<file path="src/sv/cel_pkg.sv">
package cel_pkg;

	localparam int FracBits = 16;
	localparam int ValW = 32;
	localparam int StepW = 31;
	localparam int RadW = 64;
	localparam int RootW = 32;
	localparam int RemW = 35;
	localparam logic [StepW-1:0] StepReset = 31'd6554;
	localparam logic signed [64:0] Max32 = 65'sd2147483647;
	localparam logic signed [64:0] Min32 = -65'sd2147483648;

	typedef struct packed {
		logic signed [ValW-1:0] self_old;
		logic signed [ValW-1:0] center_old;
		logic signed [ValW-1:0] center_half;
		logic signed [ValW-1:0] opposite_old;
		logic signed [ValW-1:0] offset_x;
		logic signed [ValW-1:0] offset_y;
		logic signed [ValW-1:0] velocity_x;
		logic signed [ValW-1:0] velocity_y;
		logic signed [ValW-1:0] direction_x;
		logic signed [ValW-1:0] direction_y;
		logic                   limit_enable;
	} cel_req_t;

	typedef struct packed {
		logic signed [ValW-1:0] new_value;
		logic                   clamped;
		logic                   zero_distance;
	} cel_res_t;

	typedef struct packed {
		logic signed [ValW-1:0] self_old;
		logic signed [ValW-1:0] center_old;
		logic signed [ValW-1:0] center_half;
		logic signed [ValW-1:0] opposite_old;
		logic                   limit_enable;
	} cel_vals_t;

	typedef struct packed {
		cel_vals_t       vals;
		logic [RadW-1:0] dmag;
		logic            cneg;
	} cel_root_side_t;

	typedef struct packed {
		cel_vals_t vals;
		logic      cneg;
		logic      ovf;
		logic      zero;
	} cel_div_side_t;

	typedef struct packed {
		cel_div_side_t    side;
		logic [RootW-1:0] quot;
	} cel_quot_t;

	function automatic logic signed [64:0] shr_trunc(input logic signed [64:0] x);
		logic signed [64:0] bias;
		bias = x[64] ? 65'((65'sd1 <<< FracBits) - 65'sd1) : 65'sd0;
		return (x + bias) >>> FracBits;
	endfunction

	function automatic logic signed [ValW-1:0] sat32(input logic signed [64:0] x);
		logic signed [64:0] r;
		if (x > Max32) begin
			r = Max32;
		end else if (x < Min32) begin
			r = Min32;
		end else begin
			r = x;
		end
		return r[ValW-1:0];
	endfunction

endpackage

</file>
<file path="src/sv/cel_back.sv">
module cel_back (
	input  logic               clk,
	input  logic               arst_n,
	input  logic               valid_in,
	input  cel_pkg::cel_quot_t quot,
	output logic               valid_out,
	output cel_pkg::cel_res_t  res
);

	localparam int W = cel_pkg::ValW;

	logic valid_s1, valid_s2, valid_s3;
	logic signed [W-1:0] term_s1, m3_s1, x3_s1, m3_s2, x3_s2, tauq_s2;
	logic signed [W:0]   half_s1;
	logic signed [W+1:0] ext_s1, ext_s2;
	logic limit_s1, limit_s2, zero_s1, zero_s2;
	cel_pkg::cel_res_t res_s3;

	cel_pkg::cel_vals_t v;
	logic signed [W+1:0] qs;
	logic signed [W-1:0] term, m3, x3, m3a, x3a;
	logic signed [W:0]   d;
	logic signed [W+2:0] lo, hi, val;
	logic clamp;

	assign v = quot.side.vals;
	assign qs = quot.side.cneg ? -$signed({2'b00, quot.quot}) : $signed({2'b00, quot.quot});
	assign d = (W+1)'(v.center_half) - (W+1)'(v.center_old);
	assign m3a = (v.self_old < v.opposite_old) ? v.self_old : v.opposite_old;
	assign x3a = (v.self_old > v.opposite_old) ? v.self_old : v.opposite_old;
	assign m3 = (v.center_old < m3a) ? v.center_old : m3a;
	assign x3 = (v.center_old > x3a) ? v.center_old : x3a;

	always_comb begin
		priority if (quot.side.zero) begin
			term = '0;
		end else if (quot.side.ovf) begin
			term = quot.side.cneg ? cel_pkg::sat32(cel_pkg::Min32)
				: cel_pkg::sat32(cel_pkg::Max32);
		end else begin
			term = cel_pkg::sat32(65'(qs));
		end
	end

	assign lo = (W+3)'(m3_s2) + (W+3)'(tauq_s2);
	assign hi = (W+3)'(x3_s2) + (W+3)'(tauq_s2);

	always_comb begin
		val = (W+3)'(ext_s2);
		clamp = 1'b0;
		if (limit_s2) begin
			if (val < lo) begin
				val = lo;
				clamp = 1'b1;
			end
			if (val > hi) begin
				val = hi;
				clamp = 1'b1;
			end
		end
	end

	always_ff @(posedge clk or negedge arst_n) begin
		if (!arst_n) begin
			valid_s1 <= 1'b0;
			valid_s2 <= 1'b0;
			valid_s3 <= 1'b0;
		end else begin
			valid_s1 <= valid_in;
			valid_s2 <= valid_s1;
			valid_s3 <= valid_s2;
		end
	end

	always_ff @(posedge clk) begin
		term_s1 <= term;
		half_s1 <= (d + $signed((W+1)'(d[W]))) >>> 1;
		m3_s1 <= m3;
		x3_s1 <= x3;
		ext_s1 <= ((W+2)'(v.center_half) <<< 1) - (W+2)'(v.opposite_old);
		limit_s1 <= v.limit_enable;
		zero_s1 <= quot.side.zero;
		tauq_s2 <= cel_pkg::sat32(65'(half_s1) + 65'(term_s1));
		m3_s2 <= m3_s1;
		x3_s2 <= x3_s1;
		ext_s2 <= ext_s1;
		limit_s2 <= limit_s1;
		zero_s2 <= zero_s1;
		res_s3 <= '{cel_pkg::sat32(65'(val)), clamp, zero_s2};
	end

	assign valid_out = valid_s3;
	assign res = res_s3;

endmodule

</file>
<file path="config.mk">
export PLATFORM = sky130hd
export DESIGN_NAME = cel_back
export DESIGN_NICKNAME = d
export VERILOG_FILES = /design/src/sv/cel_pkg.sv /design/src/sv/cel_back.sv
export SDC_FILE = /design/constraint.sdc
export NUM_CORES = 1
export LEC_CHECK = 0
export ABC_CLOCK_PERIOD_IN_PS = 7800
export BUFFER_PORTS_ARGS = -buffer_cell sky130_fd_sc_hd__buf_4
export CAP_MARGIN = 5
export CORE_MARGIN = 3
export CORE_UTILIZATION = 25
export DETAILED_ROUTE_END_ITERATION = 7
export PLACE_DENSITY_LB_ADDON = 0.08
export SLEW_MARGIN = 10
export SYNTH_ARGS = -nofsm -noshare
export SYNTH_HDL_FRONTEND = slang
export SYNTH_SLANG_ARGS = --single-unit
</file>
<file path="constraint.sdc">
create_clock -name clk -period 7.8 [get_ports clk]
set_input_delay 0.78 -clock clk [delete_from_list [all_inputs] [get_ports clk]]
set_output_delay 0.78 -clock clk [all_outputs]
set_load 0.05 [all_outputs]
</file>
Word level (Yosys, flattened, before mapping). Index checks and enable logic that the tools add are counted.

Register bits: 333. Output and inout port bits: 35. Logic and storage cells: 55.

Add/subtract/negate cells: 7. Order comparisons: 12. Mux-type cells: 17.

Operators with widths (count): two-way mux 32 bit (10); two-way mux 35 bit (4); adder 32 x 32 -> 33 bit (3); > comparator 32 bit (2); < comparator 32 bit (2); > comparator 35 x 32 -> 1 bit (second input constant) (1); > comparator 35 x 33 -> 1 bit (1); < comparator 35 x 32 -> 1 bit (second input constant) (1); > comparator 34 x 32 -> 1 bit (second input constant) (1); < comparator 34 x 32 -> 1 bit (second input constant) (1); < comparator 34 x 33 -> 1 bit (1); two-way mux 34 bit (1); negation 32 -> 34 bit (1); subtractor 33 x 32 -> 34 bit (1); adder 33 x 2 -> 33 bit (1); > comparator 33 x 32 -> 1 bit (second input constant) (1); < comparator 33 x 32 -> 1 bit (second input constant) (1); subtractor 32 x 32 -> 33 bit (1); two-way mux 1 bit (2).

Logic depth before layout (Yosys ltp).
Word-level depth: 9. Depth in mapped cells: 42. Depth with buffers taken out: 39.

Worst setup path before layout. No wires, ideal clock.

Path type: register to register. Start: reg m3_s2[0]. End: reg res_s3, in the netlist res[19]. Arrival: 7.665 ns. Data required time: 7.677 ns. Setup slack: 0.012 ns. Stages on the path, launching flop included: 40. Buffers on the path: 2. Period minus slack after synthesis: 7.788 ns. Path through: dfxtp_1 ha_1 fa_1 a211oi_1 o21ai_1 a41o_1 a31oi_1 a21oi_1 a21boi_0 o21bai_1 a21oi_1 xnor2_1 inv_1 ha_1 and4_1 a21oi_1 nand2_1 a21oi_1 [... 4 more ...] o21ai_0 ha_1 a2111oi_0 o21ai_0 a31o_2 a21oi_1 nor2_1 or3_1 a21o_1 xnor2_1 nand2_1 inv_1 a32oi_4 mux2i_1 nand2_1 a221oi_2 buf_2 o31ai_1.

Longest elaborated chain between the ends: 9.

RTL lines: start, declared (RTL line cel_back.sv:13) `logic signed [W-1:0] term_s1, m3_s1, x3_s1, m3_s2, x3_s2, tauq_s2;`; start signal, assigned (RTL line cel_back.sv:84) `m3_s2 <= m3_s1;`; adder 32 x 32 -> 33 bit (*) (RTL line cel_back.sv:45) `assign lo = (W+3)'(m3_s2) + (W+3)'(tauq_s2);`; < comparator 34 x 33 -> 1 bit (RTL line cel_back.sv:52) `if (val < lo) begin`; two-way mux 35 bit (*) (RTL line cel_back.sv:52); two-way mux 35 bit (*) (RTL line cel_back.sv:51) `if (limit_s2) begin`; > comparator 35 x 33 -> 1 bit (RTL line cel_back.sv:56) `if (val > hi) begin`; two-way mux 35 bit (*) (RTL line cel_back.sv:56); two-way mux 35 bit (*) (RTL line cel_back.sv:51); < comparator 35 x 32 -> 1 bit (RTL line cel_pkg.sv:69) `end else if (x < Min32) begin`; two-way mux 32 bit (RTL line cel_pkg.sv:69); end signal, assigned (RTL line cel_back.sv:89) `res_s3 <= '{cel_pkg::sat32(65'(val)), clamp, zero_s2};`; end, declared (RTL line cel_back.sv:17) `cel_pkg::cel_res_t res_s3;`.

Every way passes the cells marked *; elsewhere a longest branch is shown, timed or not. The select of a mux whose other input is x is not followed. A chain may end at the register's enable or synchronous reset.

Worst setup path after layout.
Start: reg tauq_s2[0]. End: reg res_s3, in the netlist res[30].

Longest elaborated chain between the ends: 9.

RTL lines: start, declared (RTL line cel_back.sv:13); start signal, assigned (RTL line cel_back.sv:83) `tauq_s2 <= cel_pkg::sat32(65'(half_s1) + 65'(term_s1));`; adder 32 x 32 -> 33 bit (RTL line cel_back.sv:45); < comparator 34 x 33 -> 1 bit (RTL line cel_back.sv:52); two-way mux 35 bit (RTL line cel_back.sv:52); two-way mux 35 bit (RTL line cel_back.sv:51); > comparator 35 x 33 -> 1 bit (RTL line cel_back.sv:56); two-way mux 35 bit (*) (RTL line cel_back.sv:56); two-way mux 35 bit (*) (RTL line cel_back.sv:51); < comparator 35 x 32 -> 1 bit (RTL line cel_pkg.sv:69); two-way mux 32 bit (RTL line cel_pkg.sv:69).

Marks and branches as above.

==> results summary <==
The synthesized instance count came out at 2719. The final-report hold violation count came out at 0. The flow ran to the end, and the final reports show no timing, DRC or antenna violations.

The largest clock skew in the final design came out at 0.01807 ns. The worst hold slack is 0.3013 ns. The HPWL reported at the end of detailed placement is 72620 um. The wire length per cell after detailed routing is 19.93 um.

The final cell utilization of the core is 32.63%. The maximum cell stage delay along the critical path came out at 0.36 ns. The final count of pins violating max slew came out at 0. The number of enable flip-flop cells after synthesis came out at 0. The number of buffers created by CTS is 43. The synthesis-to-layout area growth is 29.07%. The final weighted congestion in routability-driven placement is 0.9614.

The total vias in the final route came out at 20542. The DRC violation count after routing is 0. Once the floorplan was initialized, standard cells occupied 25.28% of the core. The overall overflow remaining after global route came out at 0. The relative slew slack came out at 35.53%.

Along the worst path, the maximum fanout reaches 8. The first global-routing pass estimated 127900 um of wire. Sorting the synthesized cells by area gives the leading types as sky130_fd_sc_hd__dfxtp_1 29%, sky130_fd_sc_hd__ha_1 18%, sky130_fd_sc_hd__a21oi_1 5.4%. STA classifies the critical path startpoint as a register. Setup repair after global routing could not meet its margin everywhere.

After floorplanning, the core was divided into 110 placement rows. The total area inside the core boundary comes to 0.09015 mm^2. STA puts the critical path data required time at 8.27 ns.

Max-cap violations in this run came to 0. During placement, the flow inserted port buffers numbering 201. The final critical-path required period is 7.729 ns. The height of the die came out at 307.9 um.

The number of fill cells in the layout came out at 9380. The number of routed nets with antenna violations is 0. The via count of the first global-routing pass is 21149. The arrival time of the worst setup path came out at 8.19 ns.

Measured against the total synthesized area, the mux share comes to 3.942%. The clock sink total came out at 333. The area share of and/or/nand/nor cells after synthesis came out at 16.33%. The cell area after synthesis came out at 0.02279 mm^2. The share of the cycle needed by the critical path after routing is 99.09%.

The slowest stage of the critical path is the sky130_fd_sc_hd__fa_2 cell. The xor and xnor area share after synthesis is 6.149%. The worst-skew pair later-pin latency came out at 0.59 ns.

The average instance in the mapped netlist occupies 8.382 um^2. Among all flip-flop cells after synthesis, the most frequent one is sky130_fd_sc_hd__dfxtp_1. The total die area is 0.09482 mm^2. The top cell type's share of synthesized area is 28.99%.

For the pin with the worst max-slew slack, the measured transition is 0.9570 ns. Counting every net in the synthesized netlist gives 3213. Summing the areas of all fa, ha and maj instances in the mapped netlist gives 18.39% of the synthesized area. Based on the critical path, the design can be clocked at up to 0.1294 GHz. The worst setup path is captured at a register. The sequential cell area fraction in the yosys report is 29.32%. The TritonCTS clock tree is built. The worst setup path is of the reg2reg kind. The count of nets after finishing is 3593. In the final layout, the share of cells above drive strength 1 is 21.32%. The chip width is 307.9 um. The share of the synthesized area in compound gates (AO/OA/AOI/OAI) is 22.00%. The path class of the lowest-slack min-delay path is in2reg.

The aggregate negative setup slack is 0 ns. Entering global routing, the biggest net connects 54 pins. Global routing used 17.82% of the available tracks.

The total number of H-tree levels came out at 2. The tree is rooted in a sky130_fd_sc_hd__clkbuf_16. The register clock-pin slew on the reported worst setup and hold paths came out at 0.06 ns. Counting stages on the worst path, the most repeated cell is sky130_fd_sc_hd__buf_12.

The total iterations of the first detailed-routing run came out at 5. Dividing the detail-routed via count by the number of cells gives 4.766. The async set-or-reset flop fraction in the synthesized netlist is 0.9009%. The number of synthesized register bits is 333. The maximum root-to-sink buffer count came out at 3. The number of top-level pins came out at 202. During synthesis, Yosys emitted a total of 0 warnings. Yosys mapped the design onto 84 distinct sky130hd cell types. The violation count after the first detailed-route iteration is 1004. The count of endpoints failing setup in the final report is 0. By area, the combinational part of the netlist is dominated by compound AO/OA/AOI/OAI gates.

The total wirelength of the detailed-routed design is 85920 um. sky130_fd_sc_hd__dfxtp_1 takes more of the synthesized area than any other cell. The number of antenna violations at the first check in global routing is 5.
sequential cells by signal, summed over array words and instances (netlist names), 32 cells and up:
name / cells
half_s1: 32
res: 34
tauq_s2: 32
ext_s1: 34
m3_s1: 32
x3_s2: 32
term_s1: 32
m3_s2: 32
x3_s1: 32
ext_s2: 34
cell usage after synthesis (9+ instances only):
cell type                     n
sky130_fd_sc_hd__nand2_1    202
sky130_fd_sc_hd__xor2_1      55
sky130_fd_sc_hd__o211ai_1    10
sky130_fd_sc_hd__a21oi_1    244
sky130_fd_sc_hd__o21ai_1     35
sky130_fd_sc_hd__o31ai_1      9
sky130_fd_sc_hd__a211o_1     11
sky130_fd_sc_hd__a21boi_0    10
sky130_fd_sc_hd__and2_1      16
sky130_fd_sc_hd__inv_1      155
sky130_fd_sc_hd__a21o_1     102
sky130_fd_sc_hd__o22a_1      18
sky130_fd_sc_hd__clkbuf_1    63
sky130_fd_sc_hd__a211oi_1    19
sky130_fd_sc_hd__xnor2_1    105
sky130_fd_sc_hd__nor2b_1     34
sky130_fd_sc_hd__nor4_1      11
sky130_fd_sc_hd__o21a_1      33
sky130_fd_sc_hd__nand4_1     43
sky130_fd_sc_hd__ha_1       322
sky130_fd_sc_hd__a31o_2      23
sky130_fd_sc_hd__or2_2       31
sky130_fd_sc_hd__or3_1       18
sky130_fd_sc_hd__nor3b_1     11
sky130_fd_sc_hd__o21bai_1    21
sky130_fd_sc_hd__mux2i_1     83
sky130_fd_sc_hd__and3_1      23
sky130_fd_sc_hd__nor3_1      37
sky130_fd_sc_hd__nand3_1     43
sky130_fd_sc_hd__nor2_1     227
sky130_fd_sc_hd__nand2b_1    42
sky130_fd_sc_hd__a31oi_1     20
sky130_fd_sc_hd__o21ai_0    186
sky130_fd_sc_hd__o2111ai_1   13
sky130_fd_sc_hd__dfxtp_1    330
sky130_fd_sc_hd__buf_2       10
path summary, 6_finish.rpt:
kind / end / depth (start not counted) / slack [ns] / from
max: res[30]$_SDFF_PN1_ / 43 / 0.07 / tauq_s2[0]$_SDFF_PN1_
min: limit_s1$_DFF_P_ / 1 / 0.30 / quot[35]
max reg2reg: res[30]$_SDFF_PN1_ / 43 / 0.07 / tauq_s2[0]$_SDFF_PN1_
min reg2reg: x3_s2[26]$_DFF_P_ / 0 / 0.32 / x3_s1[26]$_DFF_P_
max in group asynchronous: valid_s1$_DFF_PN0_ / 2 / 7.18 / arst_n
min in group asynchronous: valid_out$_DFF_PN0_ / 2 / 0.53 / arst_n
logic make-up (layout without fill, tap and decap cells):
family,count (synthesis),after routing
mux,89,89
buf+inv,232,646
xor+xnor,160,160
compound gates,802,802
other cells,0,1
simple gates,770,770
fa+ha+maj,333,333
flops,333,333
critical path: cells and delay by family, from the launching register on:
kind	cells	cell delay (ns)
DFF	1	0.34
and+or+nand+nor	6	0.84
xor gates and xnor gates	2	0.33
adders and majority gates	4	0.97
muxes	2	0.57
buffers and inverters	8	0.89
AOI/OAI and AO/OA	21	3.66
layout by cell type (no fill, tap or decap), types with 18 or more instances in the layout:
master / instances
sky130_fd_sc_hd__or2_2: 31
sky130_fd_sc_hd__xnor2_1: 102
sky130_fd_sc_hd__o21bai_1: 21
sky130_fd_sc_hd__nand2_1: 200
sky130_fd_sc_hd__and3_1: 21
sky130_fd_sc_hd__a31o_2: 23
sky130_fd_sc_hd__o21a_1: 33
sky130_fd_sc_hd__nand2b_1: 41
sky130_fd_sc_hd__mux2i_1: 78
sky130_fd_sc_hd__o22a_1: 18
sky130_fd_sc_hd__inv_1: 153
sky130_fd_sc_hd__o21ai_2: 33
sky130_fd_sc_hd__xor2_1: 55
sky130_fd_sc_hd__nand3_1: 43
sky130_fd_sc_hd__a21o_1: 102
sky130_fd_sc_hd__nand4_1: 43
sky130_fd_sc_hd__nor2_1: 223
sky130_fd_sc_hd__o21ai_0: 162
sky130_fd_sc_hd__ha_1: 306
sky130_fd_sc_hd__nor3_1: 34
sky130_fd_sc_hd__nor2b_1: 31
sky130_fd_sc_hd__dfxtp_1: 323
sky130_fd_sc_hd__clkbuf_16: 44
sky130_fd_sc_hd__a31oi_1: 18
sky130_fd_sc_hd__o21ai_1: 24
sky130_fd_sc_hd__buf_4: 390
sky130_fd_sc_hd__a21oi_1: 230
cell type report:
type	instances	area, um^2	share of cell area, %
Multi-Input combinational cell	2154	15890	54.03
Sequential cell	333	6690	22.74
Timing Repair Buffer	411	3274	11.13
Tap cell	1176	1471	5.002
Clock buffer	51	1157	3.934
Inverter	156	585.6	1.991
Clock inverter	28	340.3	1.157
Antenna cell	1	2.502	0.008507
timing repair:
item / CTS / global route
hold endpoints to repair: 3 / 0
cloned: 3 / 0
resized for setup: 86 / 80
pin swaps: 59 / 56
setup buffers: 26 / 10
setup endpoints to repair: 33 / 33
hold buffers: 1 / 0
metrics by stage:
stage / std cells / cell area [um^2] / setup WS [ns]
global placement: 4193 / 26900 / -0.4780
floorplan: 2719 / 22790 / 0.01189
finish: 4310 / 29420 / 0.07111
detailed placement: 4193 / 26900 / -0.7485
CTS: 4302 / 29040 / -0.1420
global route: 4309 / 29410 / -0.3584
routing by layer:
| layer | vias up | wire length [um] | global-route usage, % |
|---|---|---|---|
| met4 | 6 | 3084 | 6.408 |
| li1 | 10543 | - | - |
| met3 | 123 | 2991 | 2.232 |
| met1 | 9453 | 41630 | 24.20 |
| met5 | - | 40 | 0 |
| met2 | 417 | 38170 | 29.01 |
Power is not shown: default switching activity piles up to over one toggle a cycle in this logic, so the estimate is an artifact.
